===== src/rtl/core/dcas_pkg.sv =====
package dcas_pkg;

	localparam int CFG_W   = 16;
	localparam int TIMER_W = 16;
	localparam int IDX_W   = 3;

	localparam logic [TIMER_W-1:0] TMR_MAX = {TIMER_W{1'b1}};

	// event codes
	localparam logic [1:0] CMD_TICK   = 2'd0;
	localparam logic [1:0] CMD_STATUS = 2'd1;
	localparam logic [1:0] CMD_ACK    = 2'd2;

	// register indexes
	localparam logic [IDX_W-1:0] REG_PLAN_DELAY    = 3'd0;
	localparam logic [IDX_W-1:0] REG_PLAN_TIMEOUT  = 3'd1;
	localparam logic [IDX_W-1:0] REG_ABORT_DELAY   = 3'd2;
	localparam logic [IDX_W-1:0] REG_ABORT_TIMEOUT = 3'd3;

	localparam logic [CFG_W-1:0] PLAN_DELAY_RST    = 16'd120;
	localparam logic [CFG_W-1:0] PLAN_TIMEOUT_RST  = 16'd10;
	localparam logic [CFG_W-1:0] ABORT_DELAY_RST   = 16'd300;
	localparam logic [CFG_W-1:0] ABORT_TIMEOUT_RST = 16'd10;

	// numeric state codes as seen on seq_state
	localparam logic [3:0] CODE_BEGIN       = 4'd0;
	localparam logic [3:0] CODE_MODEM_WAIT  = 4'd1;
	localparam logic [3:0] CODE_PLAN        = 4'd2;
	localparam logic [3:0] CODE_PLAN_DELAY  = 4'd3;
	localparam logic [3:0] CODE_PLAN_SEND   = 4'd4;
	localparam logic [3:0] CODE_PLAN_WAIT   = 4'd5;
	localparam logic [3:0] CODE_PLAN_TOUT   = 4'd6;
	localparam logic [3:0] CODE_ABORT_BEGIN = 4'd7;
	localparam logic [3:0] CODE_ABORT_DELAY = 4'd8;
	localparam logic [3:0] CODE_ABORT_SEND  = 4'd9;
	localparam logic [3:0] CODE_ABORT_WAIT  = 4'd10;
	localparam logic [3:0] CODE_ABORT_TOUT  = 4'd11;
	localparam logic [3:0] CODE_IDLE        = 4'd12;

	typedef enum logic [12:0] {
		ST_BEGIN       = 13'b0000000000001,
		ST_MODEM_WAIT  = 13'b0000000000010,
		ST_PLAN        = 13'b0000000000100,
		ST_PLAN_DELAY  = 13'b0000000001000,
		ST_PLAN_SEND   = 13'b0000000010000,
		ST_PLAN_WAIT   = 13'b0000000100000,
		ST_PLAN_TOUT   = 13'b0000001000000,
		ST_ABORT_BEGIN = 13'b0000010000000,
		ST_ABORT_DELAY = 13'b0000100000000,
		ST_ABORT_SEND  = 13'b0001000000000,
		ST_ABORT_WAIT  = 13'b0010000000000,
		ST_ABORT_TOUT  = 13'b0100000000000,
		ST_IDLE        = 13'b1000000000000
	} phase_t;

	function automatic logic [3:0] phase_code(phase_t p);
		logic [3:0] c;
		case (p)
			ST_BEGIN:       c = CODE_BEGIN;
			ST_MODEM_WAIT:  c = CODE_MODEM_WAIT;
			ST_PLAN:        c = CODE_PLAN;
			ST_PLAN_DELAY:  c = CODE_PLAN_DELAY;
			ST_PLAN_SEND:   c = CODE_PLAN_SEND;
			ST_PLAN_WAIT:   c = CODE_PLAN_WAIT;
			ST_PLAN_TOUT:   c = CODE_PLAN_TOUT;
			ST_ABORT_BEGIN: c = CODE_ABORT_BEGIN;
			ST_ABORT_DELAY: c = CODE_ABORT_DELAY;
			ST_ABORT_SEND:  c = CODE_ABORT_SEND;
			ST_ABORT_WAIT:  c = CODE_ABORT_WAIT;
			ST_ABORT_TOUT:  c = CODE_ABORT_TOUT;
			default:        c = CODE_IDLE;
		endcase
		return c;
	endfunction

	// clamp a register value to the timer range
	function automatic logic [TIMER_W-1:0] timer_load(logic [CFG_W-1:0] v);
		logic [31:0] w;
		w = 32'(v);
		if (w > 32'(TMR_MAX))
			return TMR_MAX;
		return TIMER_W'(w);
	endfunction

endpackage


===== src/rtl/core/delayed_command_ack_sequencer_top.sv =====
// channel   direction  signals
// in        in         in_valid/in_ready, cmd, from_modem, modem_online, from_target
// out       out        out_valid/out_ready, seq_state, send_plan, send_abort
// cfg       in         cfg_valid/cfg_ready, cfg_index, cfg_data
//
// One event per cycle while the output is not stalled: an event is captured
// in the input register, then its state step lands in the output register.
// arst_n clears the sequence, flags, timer and registers to their defaults.
// A stalled output holds the input register; in_ready drops only when both
// registers are full. cfg_ready is always high.
module delayed_command_ack_sequencer_top import dcas_pkg::*; (
	input  logic             clk,
	input  logic             arst_n,
	input  logic             in_valid,
	output logic             in_ready,
	input  logic [1:0]       cmd,
	input  logic             from_modem,
	input  logic             modem_online,
	input  logic             from_target,
	output logic             out_valid,
	input  logic             out_ready,
	output logic [3:0]       seq_state,
	output logic             send_plan,
	output logic             send_abort,
	input  logic             cfg_valid,
	output logic             cfg_ready,
	input  logic [IDX_W-1:0] cfg_index,
	input  logic [CFG_W-1:0] cfg_data
);

	logic [CFG_W-1:0] plan_delay_q, plan_timeout_q, abort_delay_q, abort_timeout_q;

	logic       valid_s1;
	logic [1:0] cmd_s1;
	logic       from_modem_s1, modem_online_s1, from_target_s1;

	phase_t             phase_q, phase_n;
	logic               modem_ready_q, modem_ready_n;
	logic               plan_acked_q, plan_acked_n;
	logic               abort_acked_q, abort_acked_n;
	logic [TIMER_W-1:0] elapsed_q, elapsed_n;
	logic [TIMER_W-1:0] limit_q, limit_n;
	logic               plan_p, abort_p, expired;

	logic       out_valid_q, send_plan_q, send_abort_q;
	logic [3:0] seq_state_q;

	logic advance, step;

	assign advance   = !out_valid_q || out_ready;
	assign step      = valid_s1 && advance;
	assign in_ready  = !valid_s1 || advance;
	assign cfg_ready = 1'b1;

	assign out_valid  = out_valid_q;
	assign seq_state  = seq_state_q;
	assign send_plan  = send_plan_q;
	assign send_abort = send_abort_q;

	always_ff @(posedge clk or negedge arst_n) begin
		if (!arst_n) begin
			plan_delay_q    <= PLAN_DELAY_RST;
			plan_timeout_q  <= PLAN_TIMEOUT_RST;
			abort_delay_q   <= ABORT_DELAY_RST;
			abort_timeout_q <= ABORT_TIMEOUT_RST;
		end else if (cfg_valid) begin
			case (cfg_index)
				REG_PLAN_DELAY:    plan_delay_q    <= cfg_data;
				REG_PLAN_TIMEOUT:  plan_timeout_q  <= cfg_data;
				REG_ABORT_DELAY:   abort_delay_q   <= cfg_data;
				REG_ABORT_TIMEOUT: abort_timeout_q <= cfg_data;
				default: ;
			endcase
		end
	end

	// input register
	always_ff @(posedge clk or negedge arst_n) begin
		if (!arst_n) begin
			valid_s1 <= 1'b0;
		end else if (in_ready) begin
			valid_s1 <= in_valid;
		end
	end

	always_ff @(posedge clk) begin
		if (in_ready && in_valid) begin
			cmd_s1          <= cmd;
			from_modem_s1   <= from_modem;
			modem_online_s1 <= modem_online;
			from_target_s1  <= from_target;
		end
	end

	// event effect, then one sequence step
	always_comb begin
		modem_ready_n = modem_ready_q;
		plan_acked_n  = plan_acked_q;
		abort_acked_n = abort_acked_q;
		elapsed_n     = elapsed_q;
		limit_n       = limit_q;
		phase_n       = phase_q;
		plan_p        = 1'b0;
		abort_p       = 1'b0;

		case (cmd_s1)
			CMD_TICK: begin
				if (elapsed_q != TMR_MAX)
					elapsed_n = elapsed_q + 1'b1;
			end
			CMD_STATUS: begin
				if (from_modem_s1)
					modem_ready_n = modem_online_s1;
			end
			CMD_ACK: begin
				if (from_target_s1) begin
					if (phase_q == ST_ABORT_WAIT)
						abort_acked_n = 1'b1;
					else if (phase_q == ST_PLAN_WAIT)
						plan_acked_n = 1'b1;
				end
			end
			default: ;
		endcase

		expired = elapsed_n >= limit_q;

		case (phase_q)
			ST_BEGIN: phase_n = ST_MODEM_WAIT;
			ST_MODEM_WAIT: begin
				if (modem_ready_n)
					phase_n = ST_PLAN;
			end
			ST_PLAN: begin
				elapsed_n = '0;
				limit_n   = timer_load(plan_delay_q);
				phase_n   = ST_PLAN_DELAY;
			end
			ST_PLAN_DELAY: begin
				if (expired)
					phase_n = ST_PLAN_SEND;
			end
			ST_PLAN_SEND: begin
				plan_p    = 1'b1;
				elapsed_n = '0;
				limit_n   = timer_load(plan_timeout_q);
				phase_n   = ST_PLAN_WAIT;
			end
			ST_PLAN_WAIT: begin
				if (plan_acked_n)
					phase_n = ST_ABORT_BEGIN;
				else if (expired)
					phase_n = ST_PLAN_TOUT;
			end
			ST_PLAN_TOUT: phase_n = ST_BEGIN;
			ST_ABORT_BEGIN: begin
				elapsed_n = '0;
				limit_n   = timer_load(abort_delay_q);
				phase_n   = ST_ABORT_DELAY;
			end
			ST_ABORT_DELAY: begin
				if (expired)
					phase_n = ST_ABORT_SEND;
			end
			ST_ABORT_SEND: begin
				abort_p   = 1'b1;
				elapsed_n = '0;
				limit_n   = timer_load(abort_timeout_q);
				phase_n   = ST_ABORT_WAIT;
			end
			ST_ABORT_WAIT: begin
				// timeout wins over a same-step ack
				if (expired)
					phase_n = ST_ABORT_TOUT;
				else if (abort_acked_n)
					phase_n = ST_IDLE;
			end
			ST_ABORT_TOUT: phase_n = ST_ABORT_SEND;
			default: phase_n = ST_IDLE;
		endcase
	end

	always_ff @(posedge clk or negedge arst_n) begin
		if (!arst_n) begin
			phase_q       <= ST_BEGIN;
			modem_ready_q <= 1'b0;
			plan_acked_q  <= 1'b0;
			abort_acked_q <= 1'b0;
			elapsed_q     <= '0;
			limit_q       <= '0;
		end else if (step) begin
			phase_q       <= phase_n;
			modem_ready_q <= modem_ready_n;
			plan_acked_q  <= plan_acked_n;
			abort_acked_q <= abort_acked_n;
			elapsed_q     <= elapsed_n;
			limit_q       <= limit_n;
		end
	end

	// result register
	always_ff @(posedge clk or negedge arst_n) begin
		if (!arst_n) begin
			out_valid_q <= 1'b0;
		end else if (advance) begin
			out_valid_q <= valid_s1;
		end
	end

	always_ff @(posedge clk) begin
		if (step) begin
			seq_state_q  <= phase_code(phase_n);
			send_plan_q  <= plan_p;
			send_abort_q <= abort_p;
		end
	end

	a_plan_pulse_state: assert property (@(posedge clk) disable iff (!arst_n)
		(out_valid && send_plan) |-> (seq_state == CODE_PLAN_WAIT))
		else $error("send_plan outside plan wait");

	a_abort_pulse_state: assert property (@(posedge clk) disable iff (!arst_n)
		(out_valid && send_abort) |-> (seq_state == CODE_ABORT_WAIT))
		else $error("send_abort outside abort wait");

	a_idle_final: assert property (@(posedge clk) disable iff (!arst_n)
		(phase_q == ST_IDLE) |=> (phase_q == ST_IDLE))
		else $error("left idle state");

	a_no_overrun: assert property (@(posedge clk) disable iff (!arst_n)
		(valid_s1 && out_valid_q && !out_ready) |-> !in_ready)
		else $error("input taken while pipeline stalled");

	a_stall_holds_state: assert property (@(posedge clk) disable iff (!arst_n)
		(!valid_s1) |=> $stable(phase_q))
		else $error("sequence stepped without an event");

endmodule

===== config.mk =====
export PLATFORM = sky130hd
export DESIGN_NAME = delayed_command_ack_sequencer_top
export DESIGN_NICKNAME = d
export VERILOG_FILES = /design/src/rtl/core/dcas_pkg.sv /design/src/rtl/core/delayed_command_ack_sequencer_top.sv
export SDC_FILE = /design/constraint.sdc
export NUM_CORES = 1
export LEC_CHECK = 0
export ABC_AREA = 1
export BUFFER_PORTS_ARGS = -buffer_cell sky130_fd_sc_hd__buf_2
export CAP_MARGIN = 25
export CORE_MARGIN = 1.5
export CORE_UTILIZATION = 55
export DETAILED_ROUTE_END_ITERATION = 12
export GPL_TIMING_DRIVEN = 0
export PLACE_DENSITY = 0.75
export SLEW_MARGIN = 10
export SYNTH_ARGS = -nofsm -noshare
export SYNTH_HDL_FRONTEND = slang
export SYNTH_SLANG_ARGS = --single-unit

===== constraint.sdc =====
create_clock -name clk -period 3.3 [get_ports clk]
set_input_delay 0.165 -clock clk [delete_from_list [all_inputs] [get_ports clk]]
set_output_delay 0.165 -clock clk [all_outputs]
set_load 0.01 [all_outputs]

==> run metrics, run 1 <==
Worst-Skew Late Latency=between 0.4 and 0.5 ns; Sink Count=125; worst min path class=input port to register; fin nets=approximately 900; outcome=complete, but fails checks; Max Slew Vio Count=0; max_cap viols=0; number of global-route vias before repair=approximately 5700; Horiz. Die Dim=roughly 110 um; final worst slack=-0.0407 ns; fmax=around 300 MHz; CP max-delay cell=dfrtp_1; NetSw=approximately 1.7 mW; Max Fanout on Critical Path=6; vias per cell=around 5.7; DIE AREA=between 10000 and 15000 sq um; die span in y=about 110 um; Crit Reg-Reg Startpoint=elapsed_q[1]; worst-margin pin slew=~0.86 ns; RR Endpoint=seq_state[0]; Antenna Nets Post-Route=0; dpl cells=approximately 950; area leader, netlist=dfrtp_1; Buf/Inv on CP=1; slowest stage delay, CP=approximately 0.36 ns; Worst-path clk slew=0.06 ns; R2R setup slack=-0.04 ns; Mapped Cells=roughly 770; CP Cell Sequence=buf_4 -> nand2_2 -> nor3_2 -> nand2_2 -> nor4_4 -> nand2_1 -> o21ai_1 -> nand3_2 -> ha_4 -> nand4_1 -> nor3_2 -> a21oi_4 -> nand2_4 -> nand2_4 -> nand2_4 -> nand3_2 -> nor2_2 -> nand3_1; clock tree from TritonCTS=done; largest net degree at the start of global routing=just under 80; final worst path period need=~3.3 ns; sequential power share=approximately two fifths; Post-Syn Nets=812; synth top area cells=dfrtp_1 39%, nand2_1 8.7%, o21ai_0 7.0%; Finished Layout Cells=1009; arrival time of the worst setup path=roughly 3.5 ns; post-synth top area share=between 30% and 40%; WHS Path Cells=4; HPWL after DPL=11700 um; PortBufs=36; I/O pin total=38; antenna violations before repair=0; Yosys Warn Count=0; P_leak=roughly 3.8 nW; RePlAce Congestion=around 0.9; GR Util All Layers=29.0%; TritonRoute pass-1 iters=5; WL per Instance=approximately 18 um; First DRT Iteration DRCs=slightly below 500; Post-Syn Area per Cell=8.46 sq um; worst reg2reg path depth=18; post-synthesis sequential area ratio=approximately half; RSZ-0062 raised after global routing=yes; Final Setup Violations=2; Tcrit/Tclk final=101%; Power Dens Cells=between 600 and 700 nW/um^2; Synth Flop Type=dfrtp_1; DR DRC count=0; Post-synth ARST share=91.2%; initial core utilization=56.5%; Root Driver=clkbuf_16; Hold Crit Endpoint=out_valid; cell area after synthesis=approximately 6500 sq um; global route overflow=0; Startpoint Class=register; cell family with most CP delay=simple AND/OR/NAND/NOR gates; antenna cell count=0; Gate power share=24.2%; Hold Startpoint=out_ready; core box area=between 10000 and 15000 sq um; Setup crit start=elapsed_q[1]; H-tree depth=4; Cell variety after synth=48; Crit Path Class=register to register; CTS max path bufs=2; Cell Rows=39; Clock power frac=between 30 and 40%; Max VDD drop=approximately 0.53 mV; switching part of the total=32.2%; number of synthesized flops with an enable pin=11; failing checks=negative setup slack; most used cell, CP=nand2_4; first-pass GRT wire length=28200 um; internal power=around 3.6 mW; share of cells above drive strength 1=23.2%; area grow syn2layout=24.5%; Vias=around 5800; Slew HR=between 40% and 50%; Synth top cells by count=150 x nand2_1, 109 x inv_1, 101 x dfrtp_1; most frequent cell after synthesis=nand2_1; Filler cells=about 900; Critical Path End Type=register; post-synthesis sequential element count=between 100 and 150; final core occ=a little over two thirds; Num CTS Buffers=17; final WL=around 18000 um; WHS=roughly 0.014 ns; Worst EP required=about 3.5 ns; clock skew=between 0.01 and 0.015 ns; Fin. Hold Viols=0
==> registers in the layout, summed over array words and instances, names as in the netlist <==
signal           count
cmd_s1               2
abort_delay_q       16
modem_online_s1      1
abort_acked_q        1
plan_timeout_q      16
from_modem_s1        1
limit_q             16
from_target_s1       1
plan_acked_q         1
modem_ready_q        1
send_abort           1
abort_timeout_q     16
valid_s1             1
out_valid            1
elapsed_q           16
plan_delay_q        16
send_plan            1
phase_q             13
seq_state            4
==> routing by layer <==
| layer | routed length (um) | track usage [%] | vias up |
|---|---|---|---|
| met5 | 0 | 0 | - |
| li1 | - | - | 2727 |
| met1 | 7440 | 37.6 | 2768 |
| met4 | 508 | 13.3 | 0 |
| met3 | 1100 | 5.44 | 42 |
| met2 | 8700 | 47.7 | 238 |
==> cell usage in the layout (no fill, tap or decap), types with 13 or more instances in the layout <==
cell / netlist / final
buf_4: 1 / 22
inv_1: 109 / 107
dfstp_2: 13 / 13
o22ai_1: 17 / 17
o21ai_0: 90 / 87
nand3_1: 36 / 28
buf_2: 5 / 40
dfrtp_1: 101 / 101
nand4_1: 17 / 17
clkbuf_1: 15 / 16
clkbuf_16: 0 / 17
a21oi_1: 23 / 17
nor2_1: 54 / 49
nand2_1: 150 / 142
==> how the worst max path moves through the flow <==
stage	depth (start not counted)	end	slack (ns)
2_1_floorplan	18	seq_state[2]	0.21
3_3_place_gp	21	seq_state[0]	-0.65
3_5_place_dp	21	seq_state[0]	-0.66
4_1_cts	21	seq_state[0]	-0.03
5_1_grt	18	seq_state[0]	-0.18
6_report	18	seq_state[0]	-0.04
==> area by class of cell <==
cell class | instances | area, sq um | share of cell area [%]
flip-flops and latches | 125 | 3200 | 39.7
multi-input cells | 500 | 3050 | 37.8
repair buffers | 68 | 475 | 5.89
clock buffers | 21 | 470 | 5.83
inverters | 117 | 442 | 5.48
well taps | 143 | 179 | 2.22
clock inverters | 11 | 139 | 1.72
plain buffers | 24 | 115 | 1.43
==> worst reg2reg max path, stage by stage, from the launching register on <==
cell and delay (ns):
dfrtp_1 0.36, buf_4 0.12, nand2_2 0.07, nor3_2 0.19, nand2_2 0.12, nor4_4 0.35
nand2_1 0.15, o21ai_1 0.18, nand3_2 0.14, ha_4 0.30, nand4_1 0.15, nor3_2 0.24
a21oi_4 0.14, nand2_4 0.12, nand2_4 0.09, nand2_4 0.07, nand3_2 0.06, nor2_2 0.13
nand3_1 0.09
==> timing repair <==
action,CTS,global route
buffers inserted,18,6
gates resized for setup,32,39
endpoints found under the setup margin,13,13
hold endpoints to repair,44,0
hold buffers,7,0
pin swaps,21,26
cloned,0,0
==> metrics by stage <==
stage	setup TNS, ns	setup slack (ns)	power [mW]	cell area (sq um)
global placement	-5.36	-0.655	3.05	6840
global route	-0.624	-0.175	5.58	8070
CTS	-0.0330	-0.0251	5.15	7820
finish	-0.0668	-0.0407	5.31	8070
floorplan	0	0.214	2.81	6480
detailed placement	-5.76	-0.659	3.11	6870
==> power groups by stage <==
stage	Combinational, mW	Sequential [mW]	Clock [mW]
6_report	1.29	2.10	1.92
2_1_floorplan	0.754	2.05	0
4_1_cts	1.14	2.08	1.93
3_3_place_gp	0.960	2.09	0
3_5_place_dp	1.01	2.10	0
5_1_grt	1.44	2.13	2.00
==> logic make-up after synthesis <==
logic type / Yosys count / synth area share (%)
buf+inv: 141 / 8.59
other cells: 1 / 0.0579
xor+xnor: 10 / 1.35
compound gates: 169 / 16.1
simple gates: 303 / 21.2
flops: 125 / 49.4
fa+ha+maj: 17 / 3.28
Note: power is estimated with default switching activity, not from simulation.
==> run 2: changes to the inputs <==
Settings changed: CELL_PAD_IN_SITES_DETAIL_PLACEMENT from default to 0, CELL_PAD_IN_SITES_GLOBAL_PLACEMENT from default to 1, CORE_UTILIZATION 55 to 50, PLACE_DENSITY 0.75 to 0.84.
Clock period 3.3 ns to 4.2 ns, I/O delays scaled along.
==> run metrics, run 2 (same netlist as run 1, synthesis figures left out) <==
Antenna Nets Post-Route=0 (unchanged); PortBufs=36 (unchanged); antenna cell count=0 (unchanged); WHS Path Cells=3 (was 4); clock skew=0.00590 ns (was 0.0137 ns); R2R setup slack=0.32 ns (was -0.04 ns); Max Fanout on Critical Path=8 (was 6); setup TNS=0 ns (was -0.0668 ns); Worst EP required=4.48 ns (was 3.46 ns); Filler cells=1162 (was 901); die span in y=117 um (was 112 um); CTS max path bufs=2 (unchanged); Max VDD drop=0.283 mV (was 0.530 mV); area grow syn2layout=16.2% (was 24.5%); Horiz. Die Dim=117 um (was 112 um); Hold Startpoint=in_valid (was out_ready); share of cells above drive strength 1=15.0% (was 23.2%); Slew HR=37.6% (was 42.7%); worst min path class=input port to register (unchanged); antenna violations before repair=0 (unchanged); Crit Reg-Reg Startpoint=elapsed_q[0] (was elapsed_q[1]); clock tree from TritonCTS=done (unchanged); final worst path period need=3.88 ns (was 3.34 ns); HPWL after DPL=12000 um (was 11700 um); Final Setup Violations=0 (was 2); core box area=12600 sq um (was 11500 sq um); final WL=16800 um (was 17700 um); Tcrit/Tclk final=92.3% (was 101%); fin nets=874 (was 899); First DRT Iteration DRCs=379 (was 486); outcome=finished clean (was complete, but fails checks); P_leak=3.58 nW (was 3.80 nW); H-tree depth=4 (unchanged); RePlAce Congestion=0.891 (was 0.914); initial core utilization=51.3% (was 56.5%); Num CTS Buffers=17 (unchanged); commonest non-fill, non-tap cell in the layout=nand2_1 (unchanged); Worst-path clk slew=0.06 ns (about the same); worst-margin pin slew=0.936 ns (was 0.859 ns); global route overflow=0 (unchanged); TritonRoute pass-1 iters=7 (was 5); worst reg2reg path depth=21 (was 18); fmax=258 MHz (was 299 MHz); Cell Rows=41 (was 39); RSZ-0062 raised after global routing=no (was yes); Root Driver=clkbuf_16 (unchanged); largest net degree at the start of global routing=93 (was 77); Setup crit start=elapsed_q[0] (was elapsed_q[1]); Hold Crit Endpoint=valid_s1 (was out_valid); Max Slew Vio Count=0 (unchanged); Power Dens Cells=506 nW/um^2 (was 658 nW/um^2); number of global-route vias before repair=5369 (was 5657); DR DRC count=0 (unchanged); vias per cell=5.44 (was 5.72); RR Endpoint=seq_state[0] (unchanged); max_cap viols=0 (unchanged); Fin. Hold Viols=0 (unchanged); Sink Count=125 (unchanged); GR Util All Layers=26.7% (was 29.0%); first-pass GRT wire length=27400 um (was 28200 um); arrival time of the worst setup path=4.16 ns (was 3.50 ns); Vias=5506 (was 5775); Crit Path Class=register to register (unchanged); Sequential Area=3200 sq um (unchanged); Worst-Skew Late Latency=0.41 ns (was 0.43 ns); Critical Path End Type=register (unchanged); most frequent cells in the layout=150 x nand2_1, 109 x inv_1, 101 x dfrtp_1 (was 142 x nand2_1, 107 x inv_1, 101 x dfrtp_1); multi-input logic area=2730 sq um (was 3050 sq um); WL per Instance=16.5 um (was 17.6 um); DIE AREA=13700 sq um (was 12400 sq um); I/O pin total=38 (unchanged); Startpoint Class=register (unchanged); WHS=0.0270 ns (was 0.0144 ns)
## run 2: stage by stage
step | util, % | power [mW] | cells | worst slack [ns] | instance area, sq um
6_report | 59.7 | 3.81 | 1013 | 0.323 | 7530
5_1_grt | 59.7 | 4.04 | 1013 | 0.00159 | 7530
4_1_cts | 59.7 | 3.83 | 1013 | 0.123 | 7530
3_5_place_dp | 54.7 | 2.45 | 975 | 0.176 | 6910
3_3_place_gp | 54.5 | 2.41 | 974 | 0.227 | 6880
2_1_floorplan | - | 2.21 | 766 | 1.11 | 6480
## run 2: worst max path at each step
stage	endpoint	slack [ns]	depth (start not counted)
2_1_floorplan	seq_state[2]	1.11	18
3_3_place_gp	seq_state[0]	0.23	21
3_5_place_dp	seq_state[0]	0.18	21
4_1_cts	seq_state[0]	0.12	21
5_1_grt	seq_state[0]	0.002	21
6_report	seq_state[0]	0.32	21
## run 2: layer usage
metal	global-route usage [%]	wire, um	vias to the layer above
met2	44.7	8010	151
met1	35.4	7720	2647
li1	-	-	2682
met5	0	0	-
met3	4.33	730	26
met4	9.32	295	0
## run 2: power by group
group	internal, mW	switching, mW
combinational	0.287	0.520
clock	0.836	0.534
sequential	1.47	0.161
total	2.60	1.22
## run 2: worst max-delay path: stages, from the launching register on
cell,delay [ns]
dfrtp_1,0.37
ha_1,0.18
nand3_1,0.15
nor3_2,0.20
nand2_1,0.12
nor2_2,0.15
nand3_1,0.18
nand2_2,0.22
nor2_1,0.08
xor2_1,0.23
inv_1,0.08
ha_1,0.29
a21oi_1,0.17
o21a_1,0.15
nand2_1,0.08
a21oi_2,0.37
nand2_1,0.19
nand2_1,0.22
nand2_1,0.10
nand3_1,0.08
nor2_1,0.07
nand3_1,0.07
## run 2: layout make-up
cell class / count / area share (%)
inverter: 117 / 5.86
clock inverter: 8 / 0.748
tap: 172 / 2.86
multi-input combinational: 500 / 36.2
sequential: 125 / 42.5
timing repair buffer: 43 / 3.64
buffer: 24 / 1.53
clock buffer: 24 / 6.68
## run 2: repair_timing
action,in CTS,in global routing
resized for setup,0,1
setup buffers,0,0
setup endpoints to repair,0,9
endpoints found under the hold margin,27,0
hold buffers,6,0
==> run 3: changes to the inputs <==
Settings changed: CORE_UTILIZATION 50 to 47, PLACE_DENSITY 0.84 to 0.79.
Clock period 4.2 ns to 3.85 ns, I/O delays scaled along.
==> run metrics, run 3 (same netlist as run 1, synthesis figures left out) <==
outcome=finished clean (unchanged); Max Fanout on Critical Path=7 (was 8); HPWL after DPL=12300 um (was 12000 um); Num CTS Buffers=17 (unchanged); First DRT Iteration DRCs=329 (was 379); Power Dens Cells=571 nW/um^2 (was 506 nW/um^2); max_cap viols=0 (unchanged); die span in y=120 um (was 117 um); clock tree from TritonCTS=done (unchanged); antenna violations before repair=1 (was 0); fmax=277 MHz (was 258 MHz); most used cell, CP=nand3_1 (was nand2_1); share of cells above drive strength 1=16.0% (was 15.0%); core box area=13300 sq um (was 12600 sq um); Worst EP required=4.00 ns (was 4.48 ns); Crit Path Class=register to register (unchanged); Max Slew Vio Count=0 (unchanged); Sequential Area=3200 sq um (unchanged); final worst path period need=3.61 ns (was 3.88 ns); RePlAce Congestion=0.882 (was 0.891); Antenna Nets Post-Route=0 (unchanged); Filler cells=1274 (was 1162); Cell Rows=42 (was 41); Root Driver=clkbuf_16 (unchanged); arrival time of the worst setup path=3.76 ns (was 4.16 ns); Slew HR=34.6% (was 37.6%); DIE AREA=14500 sq um (was 13700 sq um); TritonRoute pass-1 iters=5 (was 7); slowest stage delay, CP=0.38 ns (was 0.37 ns); initial core utilization=48.5% (was 51.3%); worst-margin pin slew=0.982 ns (was 0.936 ns); Final Setup Violations=0 (unchanged); Vias=5511 (was 5506); DR DRC count=0 (unchanged); WL per Instance=16.9 um (was 16.5 um); PortBufs=36 (unchanged); WHS=0.0426 ns (was 0.0270 ns); GR Util All Layers=25.1% (was 26.7%); Sink Count=125 (unchanged); multi-input logic area=2770 sq um (was 2730 sq um); Fin. Hold Viols=0 (unchanged); global route overflow=0 (unchanged); Max VDD drop=0.371 mV (was 0.283 mV); first-pass GRT wire length=27700 um (was 27400 um); P_leak=3.64 nW (was 3.58 nW); Startpoint Class=register (unchanged); Worst-path clk slew=0.06 ns (about the same); setup TNS=0 ns (unchanged); antenna cell count=0 (unchanged); H-tree depth=4 (unchanged); DP Worst Slack=-0.181 ns (was 0.176 ns); Tcrit/Tclk final=93.7% (was 92.3%); number of global-route vias before repair=5324 (was 5369); I/O pin total=38 (unchanged); vias per cell=5.41 (was 5.44); CP Cell Sequence=ha_1 -> nand3_1 -> nor3_2 -> nand2_2 -> nor2_4 -> nand3_2 -> nand3_1 -> xor2_1 -> inv_1 -> ha_1 -> nand2_1 -> nor3_1 -> a21oi_4 -> nand2_2 -> nand2_2 -> nand2_1 -> nand3_1 -> nor2_1 -> nand3_1 (was ha_1 -> nand3_1 -> nor3_2 -> nand2_1 -> nor2_2 -> nand3_1 -> nand2_2 -> nor2_1 -> xor2_1 -> inv_1 -> ha_1 -> a21oi_1 -> o21a_1 -> nand2_1 -> a21oi_2 -> nand2_1 -> nand2_1 -> nand2_1 -> nand3_1 -> nor2_1 -> nand3_1); commonest non-fill, non-tap cell in the layout=nand2_1 (unchanged); final WL=17200 um (was 16800 um); CTS max path bufs=2 (unchanged); most frequent cells in the layout=147 x nand2_1, 109 x inv_1, 101 x dfrtp_1 (was 150 x nand2_1, 109 x inv_1, 101 x dfrtp_1); Worst-Skew Late Latency=0.42 ns (was 0.41 ns); worst min path class=input port to register (unchanged); Critical Path End Type=register (unchanged); fin nets=877 (was 874); Horiz. Die Dim=120 um (was 117 um); final worst slack=0.242 ns (was 0.323 ns); CP max-delay cell=dfrtp_1 (unchanged); largest net degree at the start of global routing=66 (was 93); area grow syn2layout=18.4% (was 16.2%); clock skew=0.0106 ns (was 0.00590 ns)
run 3: routing by layer:
layer	track usage [%]	vias up	part of all wire, %
met2	40.6	162	48
met3	5.47	27	5.4
met5	0	-	0
met1	33.5	2646	45
met4	8.90	0	1.7
li1	-	2676	-
run 3: worst paths after layout:
| path | start | endpoint | slack, ns | cells past startpoint |
|---|---|---|---|---|
| max | elapsed_q[0] | seq_state[0] | 0.24 | 19 |
| min | out_ready | out_valid | 0.04 | 4 |
| max reg2reg | elapsed_q[0] | seq_state[0] | 0.24 | 19 |
| min reg2reg | abort_timeout_q[13] | abort_timeout_q[13] | 0.48 | 2 |
| max in group asynchronous | arst_n | plan_timeout_q[1] | 2.84 | 3 |
| min in group asynchronous | arst_n | elapsed_q[8] | 0.28 | 2 |
run 3: area by class of cell:
| cell class | instances | area share, % |
|---|---|---|
| plain buffers | 24 | 1.50 |
| clock buffers | 20 | 6.23 |
| clock inverters | 11 | 1.99 |
| inverters | 117 | 5.76 |
| multi-input cells | 500 | 36.1 |
| flip-flops and latches | 125 | 41.7 |
| well taps | 176 | 2.87 |
| repair buffers | 46 | 3.90 |
run 3: critical path, delay by kind of cell (launching register included):
kind,cells,cell delay (ns)
simple gates,14,2.04
fa+ha+maj,2,0.48
flops,1,0.38
xor+xnor,1,0.21
compound gates,1,0.15
buf+inv,1,0.09
run 3: repair_timing:
action	4_1_cts	5_1_grt
buffers inserted	0	2
pin swaps	0	3
endpoints found under the setup margin	8	10
gates resized for setup	2	10
hold buffers	7	0
hold endpoints to repair	49	0
cloned	0	0
run 3: report_power, final:
group          internal [mW]  switching, mW
Clock                   1.09          0.608
Sequential              1.61          0.179
Combinational          0.318          0.577
run 3: through the flow:
| stage | util (%) | instance area [sq um] | cells | total power, mW |
|---|---|---|---|---|
| 6_report | 57.5 | 7670 | 1019 | 4.38 |
| 5_1_grt | 57.5 | 7670 | 1019 | 4.64 |
| 4_1_cts | 57.1 | 7620 | 1017 | 4.39 |
| 3_5_place_dp | 51.8 | 6910 | 979 | 2.68 |
| 3_3_place_gp | 51.5 | 6880 | 978 | 2.63 |
| 2_1_floorplan | - | 6480 | 766 | 2.41 |
